**config.mk**
```make
export PLATFORM = sky130hd
export DESIGN_NAME = e2q_cordic_cell
export DESIGN_NICKNAME = d
export VERILOG_FILES = /design/src/e2q_pkg.sv /design/src/e2q_cordic_cell.sv
export SDC_FILE = /design/constraint.sdc
export NUM_CORES = 2
export LEC_CHECK = 0
export BUFFER_PORTS_ARGS = -buffer_cell sky130_fd_sc_hd__buf_2
export CORE_MARGIN = 3
export CORE_UTILIZATION = 30
export DETAILED_ROUTE_END_ITERATION = 10
export HOLD_SLACK_MARGIN = 0.1
export PLACE_DENSITY = 0.57
export SLEW_MARGIN = 0
export SYNTH_ARGS = -nofsm -noshare
export SYNTH_HDL_FRONTEND = slang
export SYNTH_SLANG_ARGS = --single-unit
```
**constraint.sdc**
```tcl
create_clock -name clk -period 1.68 [get_ports clk]
set_input_delay 0.336 -clock clk [delete_from_list [all_inputs] [get_ports clk]]
set_output_delay 0.336 -clock clk [all_outputs]
set_load 0.01 [all_outputs]
```
**src/e2q_pkg.sv**
```systemverilog
// e2q_pkg: shared types, constants and the arctangent table for the
// Euler angle to quaternion unit. Depends on nothing.
`timescale 1ns / 1ps
package e2q_pkg;

	localparam int CORDIC_STEPS = 16;
	localparam int ATAN_COUNT   = 24;
	localparam int STEP_W       = 5;
	localparam logic signed [31:0] GAIN_Q30 = 32'sd652032874;

	typedef struct packed {
		logic signed [15:0] roll_angle;
		logic signed [15:0] pitch_angle;
		logic signed [15:0] yaw_angle;
	} angle_t;

	typedef struct packed {
		logic signed [15:0] quat_w;
		logic signed [15:0] quat_x;
		logic signed [15:0] quat_y;
		logic signed [15:0] quat_z;
	} quat_t;

	// One CORDIC rotation: x, y in Q2.30, residual phase with 2^31 = pi
	typedef struct packed {
		logic signed [31:0] x;
		logic signed [31:0] y;
		logic signed [31:0] z;
	} rot_t;

	// Index 0 roll, 1 pitch, 2 yaw
	typedef struct packed {
		logic          valid;
		rot_t [2:0]    r;
	} cell_t;

	localparam int ROLL  = 0;
	localparam int PITCH = 1;
	localparam int YAW   = 2;

	// atan(2^-i), 2^31 = pi
	function automatic logic signed [31:0] atan_lut(input logic [STEP_W-1:0] i);
		logic signed [31:0] v;
		case (i)
			5'd0:  v = 32'sh20000000;
			5'd1:  v = 32'sh12E4051E;
			5'd2:  v = 32'sh09FB385B;
			5'd3:  v = 32'sh051111D4;
			5'd4:  v = 32'sh028B0D43;
			5'd5:  v = 32'sh0145D7E1;
			5'd6:  v = 32'sh00A2F61E;
			5'd7:  v = 32'sh00517C55;
			5'd8:  v = 32'sh0028BE53;
			5'd9:  v = 32'sh00145F2F;
			5'd10: v = 32'sh000A2F98;
			5'd11: v = 32'sh000517CC;
			5'd12: v = 32'sh00028BE6;
			5'd13: v = 32'sh000145F3;
			5'd14: v = 32'sh0000A2FA;
			5'd15: v = 32'sh0000517D;
			5'd16: v = 32'sh000028BE;
			5'd17: v = 32'sh0000145F;
			5'd18: v = 32'sh00000A30;
			5'd19: v = 32'sh00000518;
			5'd20: v = 32'sh0000028C;
			5'd21: v = 32'sh00000146;
			5'd22: v = 32'sh000000A3;
			default: v = 32'sh00000051;
		endcase
		return v;
	endfunction

endpackage

```
**src/e2q_cordic_cell.sv**
```systemverilog
// e2q_cordic_cell: one registered CORDIC rotation step for all three angles.
// Depends on e2q_pkg.
`timescale 1ns / 1ps
module e2q_cordic_cell (
	input  logic                          clk,
	input  logic                          arst_n,
	input  logic                          en,
	input  logic [e2q_pkg::STEP_W-1:0]    step,
	input  e2q_pkg::cell_t                d,
	output e2q_pkg::cell_t                q
);

	e2q_pkg::cell_t       nxt;
	logic signed [31:0]   atan_v;
	logic                 valid_q;
	e2q_pkg::rot_t [2:0]  r_q;

	assign atan_v = e2q_pkg::atan_lut(step);

	// Rotate towards zero residual phase
	always_comb begin
		nxt.valid = d.valid;
		for (int a = 0; a < 3; a++) begin
			if (!d.r[a].z[31]) begin
				nxt.r[a].x = d.r[a].x - (d.r[a].y >>> step);
				nxt.r[a].y = d.r[a].y + (d.r[a].x >>> step);
				nxt.r[a].z = d.r[a].z - atan_v;
			end else begin
				nxt.r[a].x = d.r[a].x + (d.r[a].y >>> step);
				nxt.r[a].y = d.r[a].y - (d.r[a].x >>> step);
				nxt.r[a].z = d.r[a].z + atan_v;
			end
		end
	end

	// Advance valid under reset
	always_ff @(posedge clk or negedge arst_n) begin
		if (!arst_n) begin
			valid_q <= 1'b0;
		end else if (en) begin
			valid_q <= nxt.valid;
		end
	end

	// Advance payload
	always_ff @(posedge clk) begin
		if (en) begin
			r_q <= nxt.r;
		end
	end

	assign q = {valid_q, r_q};

endmodule

```
# Word level (Yosys, flattened, before mapping)

Memory sizes are Yosys's and may differ from the RTL's.
Index checks and enable logic that the tools add are counted.
Widths: inputs -> output; s select.

Register bits after elaboration: 289
ROM bits: 960
Bits of input ports: 297
Output and inout bits: 289
Word-level logic and storage cells: 38
Memories: 1

Memories:

| name            | words | width | rd ports | clocked after Yosys merged registers in | write ports | line          | text |
|---|---|---|---|---|---|---|---|
| (no name shown) | 32    | 30    | 1        | 0                                       | 0           | e2q_pkg.sv:44 | `case (i)` |

Add/subtract/negate cells: 18
Shift operators: 6
Muxes and demuxes: 3

Operators with widths:

| cell           | number |
|---|---|
| $add 32x32->32 | 9 |
| $mux 96        | 3 |
| $sub 32x32->32 | 9 |
| $sshr 32x5->32 | 6 |

# Longest topological paths before layout

Depth in word-level cells: 3
Gate-level depth with buffers: 30
Mapped depth without buffers: 23

# Worst setup path after synthesis

No wires, ideal clock.

Path type: input port to flip-flop
From: input step[1] (netlist bit)
To: register r_q (netlist bit q[222]), data pin
Setup time: 0.258 ns
Arrival time: 6.204 ns
Required time: 1.422 ns
Slack: -4.781 ns
Stages on the path: 29
Path buffers: 7
Cells stage by stage: buf_2 > inv_2 > buf_2 > buf_2 > buf_2 > buf_2 > ha_1 > nand2b_1 > a21oi_1 > a211oi_1 > ha_1 > nand2_1 > or2_2 > nor4_2 > nand2_1 > or3_1 > clkbuf_1 > nand2_1 > o21ai_0 > ha_1 > clkbuf_1 > nand2_1 > nor2_1 > a31oi_1 > nand2_1 > o41ai_1 > o2111ai_1 > a21oi_1 > xnor2_1

RTL lines:

| element              | line                  | text |
|---|---|---|
| start, declared      | e2q_cordic_cell.sv:8  | `input logic [e2q_pkg::STEP_W-1:0] step,` |
| end signal, assigned | e2q_cordic_cell.sv:48 | `r_q <= nxt.r;` |
| end, declared        | e2q_cordic_cell.sv:16 | `e2q_pkg::rot_t [2:0] r_q;` |

==> results.yml <==
clocking:
  holdBufCountCts: 4
  cts.sinks: 289
  cts_root_buffer: "clkbuf_16"
  path_clk_slew_ps: 60
  cts-htree-levels: 2
  clock_latency_ps: 600
  tritoncts: "yes"
  cts_buffer_depth: 3
  cts_inserted_buffers: 36
synth:
  yosys_warnings: 0
  syn_nets: 5033
  synth_ff_type: "edfxtp_1"
  synth-edff-count: 288
  synth.cell_area_um2: 40200
  ys_async_sr_fraction: 0.00346
  syn_avg_cell_area_um2: 9.15
  synth.distinct_cells: 106
  ys_ff_latch: 289
  syn-instance-count: 4400
  ys_seq_area_frac: 0.216
cells_and_area:
  drive_above_1_share: 0.519
  area_growth_syn_to_layout_pct: 64.3
  layout_commonest_cell: "buf_4"
  post-route-util: 0.500
  final_area_um2: 66100
  fillers: 12400
  layout_common_cells: "buf_4 (2077), buf_2 (577), nor2_1 (351)"
  layout.nets: 7622
place:
  postPlaceCellArea_um2: 60200
  gp_congestion: 1.02
  pre_cts_slack_ps: -4970
  dp.final_hpwl_um: 166000
  numPortBuffers: 585
route:
  vias_per_cell: 5.40
  drt-initial-drc-count: 3862
  drc: 0
  ant_nets: 0
  drtPass1Iterations: 6
  routed_wl_um: 203000
  vias: 47500
  routedWlPerCell_um: 23.1
timing:
  hold_violations: 0
  post-route-period-util: 3.10
  slew-limit-headroom: 0.303
  clock-skew-final_ps: 0
  worstMarginPinSlew_ps: 1040
  finalWorstSetupSlack_ps: -3530
  final-setup-viol-count: 288
  drv_slew: 0
  fin_tns_setup_ps: -703350
  post-route-min-period_ps: 5210
  timing.fmax_mhz: 192
  rsz0062_at_grt: "yes"
power_and_ir_drop:
  p_leak_nw: 30.1
  ir_worst_vdd_mv: 0.779
  pwr-share-comb: 0.641
  p_clk_frac: 0.144
  switching_share: 0.391
  netSwitchingPower_w: 0.0206
  p_seq_frac: 0.215
  powerDensity_nw_per_um2: 795
  p_int_w: 0.0320
floorplan:
  ioPinCount: 586
  coreArea_um2: 132000
  row_count: 133
  start_util: 0.304
  die_x_um: 372
  die_area_um2: 139000
  fp.dieH_um: 372
grt:
  met1_usage: 0.352
  first_global_vias: 47200
  grt_max_degree: 43
  grt_util_all_layers: 0.278
  grt_pass1_wl_um: 292000
  antenna_found_initial: 32
  grtUsageMet2: 0.467
  grtUsageMet3: 0.0471
  grt_overflow_total: 0
  busiest_layer: "met2"
worst_hold_path:
  hp-class: "input pin to register"
worst_setup_path:
  worstSetupEndpointType: "register"
  cp_max_fo: 5
  start_kind: "input pin"
  arrival_ps: 5550
  crit_required_ps: 2020
  path_class: "input pin to register"
run_status:
  status: "complete, but fails checks"
  violations: "setup timing"
run:
  maxCapViolCount: 0
[path summary, 6_finish.rpt]
| check | slack, ps | cells past startpoint | to | startpoint |
|---|---|---|---|---|
| worst max-delay path | -3530 | 22 | q[92]$_DFFE_PP_ | step[0] |
| worst min-delay path | 40 | 2 | q[96]$_DFFE_PP_ | d[96] |
| worst max register to register | 930 | 1 | valid_q$_DFFE_PN0P_ | valid_q$_DFFE_PN0P_ |
| worst min register to register | 520 | 1 | valid_q$_DFFE_PN0P_ | valid_q$_DFFE_PN0P_ |
| max in group asynchronous | 1000 | 3 | valid_q$_DFFE_PN0P_ | arst_n |
| min in group asynchronous | 570 | 3 | valid_q$_DFFE_PN0P_ | arst_n |
[registers in the layout (all words and copies together) (netlist names)]
name,cells
valid_q,1
q,288
[critical path, cell delays in order]
cell and delay (ps):
buf_16 130, buf_12 110, buf_12 100, mux4_2 540
mux2_4 300, mux4_2 490, a311o_1 390, nor2b_2 160
and4_4 260, nor2b_4 150, a21oi_1 80, xor2_1 230
ha_1 290, a21o_1 230, a21o_1 170, a21o_1 180
a21oi_2 170, o22a_1 200, and3_4 200, o41ai_4 80
and4b_1 220, or4_1 500
[power groups by stage]
stage | Combinational, W | Clock (W) | Sequential, W
2_1_floorplan | 0.0140 | 0 | 0.0124
3_3_place_gp | 0.0301 | 0 | 0.0114
3_5_place_dp | 0.0302 | 0 | 0.0114
4_1_cts | 0.0322 | 0.00788 | 0.0113
5_1_grt | 0.0361 | 0.00816 | 0.0115
6_report | 0.0337 | 0.00759 | 0.0113
[logic make-up (layout without fill, tap and decap cells)]
kind of cell | Yosys count | in the layout | synth area share
multiplexers | 442 | 442 | 0.182
buffers and inverters | 340 | 2955 | 0.0380
adder cells (fa/ha/maj) | 336 | 336 | 0.106
AND/OR/NAND/NOR | 1225 | 1225 | 0.148
other | 0 | 25 | 0
AO/OA/AOI/OAI | 1337 | 1337 | 0.216
XOR/XNOR | 431 | 431 | 0.0938
flip-flops | 289 | 289 | 0.216
[metal layers]
metal / routed length [µm] / share of wire
met4: 9050 / 0.045
met3: 14200 / 0.070
met2: 95900 / 0.47
met5: 133 / 0.00065
met1: 83900 / 0.41
[cell type report]
type,count,area (µm²),share of cell area
multi-input cells,3771,32900,0.497
repair buffers,2779,20700,0.314
repair inverters,1,11.3,0.000170
inverters,111,453,0.00685
clock inverters,20,180,0.00273
flip-flops and latches,289,8670,0.131
clock buffers,44,931,0.0141
diodes,25,62.6,0.000946
well taps,1755,2200,0.0332
[cells in the mapped netlist, types with 13 or more instances]
| cell type | count | area share |
|---|---|---|
| a21oi_1 | 383 | 0.048 |
| o211ai_1 | 34 | 0.0063 |
| edfxtp_1 | 288 | 0.21 |
| nand2b_1 | 68 | 0.011 |
| and3_1 | 41 | 0.0064 |
| clkbuf_1 | 117 | 0.011 |
| mux4_1 | 20 | 0.013 |
| a221o_1 | 13 | 0.0032 |
| xor2_1 | 164 | 0.036 |
| a21o_1 | 115 | 0.021 |
| mux2_2 | 93 | 0.026 |
| a21boi_0 | 13 | 0.0024 |
| buf_2 | 42 | 0.0052 |
| a31o_2 | 16 | 0.0035 |
| a22o_1 | 15 | 0.0033 |
| o21ai_0 | 250 | 0.031 |
| o22ai_1 | 33 | 0.0051 |
| a211o_1 | 16 | 0.0035 |
| and2_1 | 36 | 0.0056 |
| o31ai_1 | 15 | 0.0028 |
| nand3_1 | 77 | 0.0096 |
| o221ai_1 | 15 | 0.0033 |
| nor3b_1 | 17 | 0.0032 |
| ha_1 | 327 | 0.10 |
| o21bai_1 | 29 | 0.0054 |
| or2_2 | 26 | 0.0040 |
| a221oi_1 | 21 | 0.0046 |
| mux2i_1 | 131 | 0.033 |
| nor2_1 | 378 | 0.035 |
| inv_1 | 106 | 0.0099 |
| xnor2_1 | 267 | 0.058 |
| buf_1 | 41 | 0.0038 |
| a22oi_1 | 36 | 0.0067 |
| o21a_1 | 64 | 0.012 |
| nor2b_1 | 47 | 0.0073 |
| mux4_2 | 197 | 0.11 |
| or3_1 | 20 | 0.0031 |
| a211oi_1 | 55 | 0.010 |
| nand2_1 | 339 | 0.032 |
| nand4_1 | 26 | 0.0040 |
| buf_6 | 14 | 0.0039 |
| nor3_1 | 77 | 0.0096 |
| a31oi_1 | 73 | 0.011 |
[through the flow]
stage | cells | total power [W] | hold WS, ps
after floorplan | 4400 | 0.0264 | 40.4
after global placement | 8508 | 0.0415 | 110
after detailed placement | 8508 | 0.0417 | 112
after CTS | 8705 | 0.0514 | -9.51
after global routing | 8785 | 0.0558 | 11.1
final | 8795 | 0.0526 | 35.5
[repair_timing]
item / in CTS / in global routing
hold endpoints to repair: 11 / 3
pin swaps: 178 / 207
gates resized for setup: 408 / 252
cloned: 12 / 1
buffers inserted: 121 / 72
endpoints found under the setup margin: 291 / 290
No activity file was read; power rests on OpenSTA's default activity.
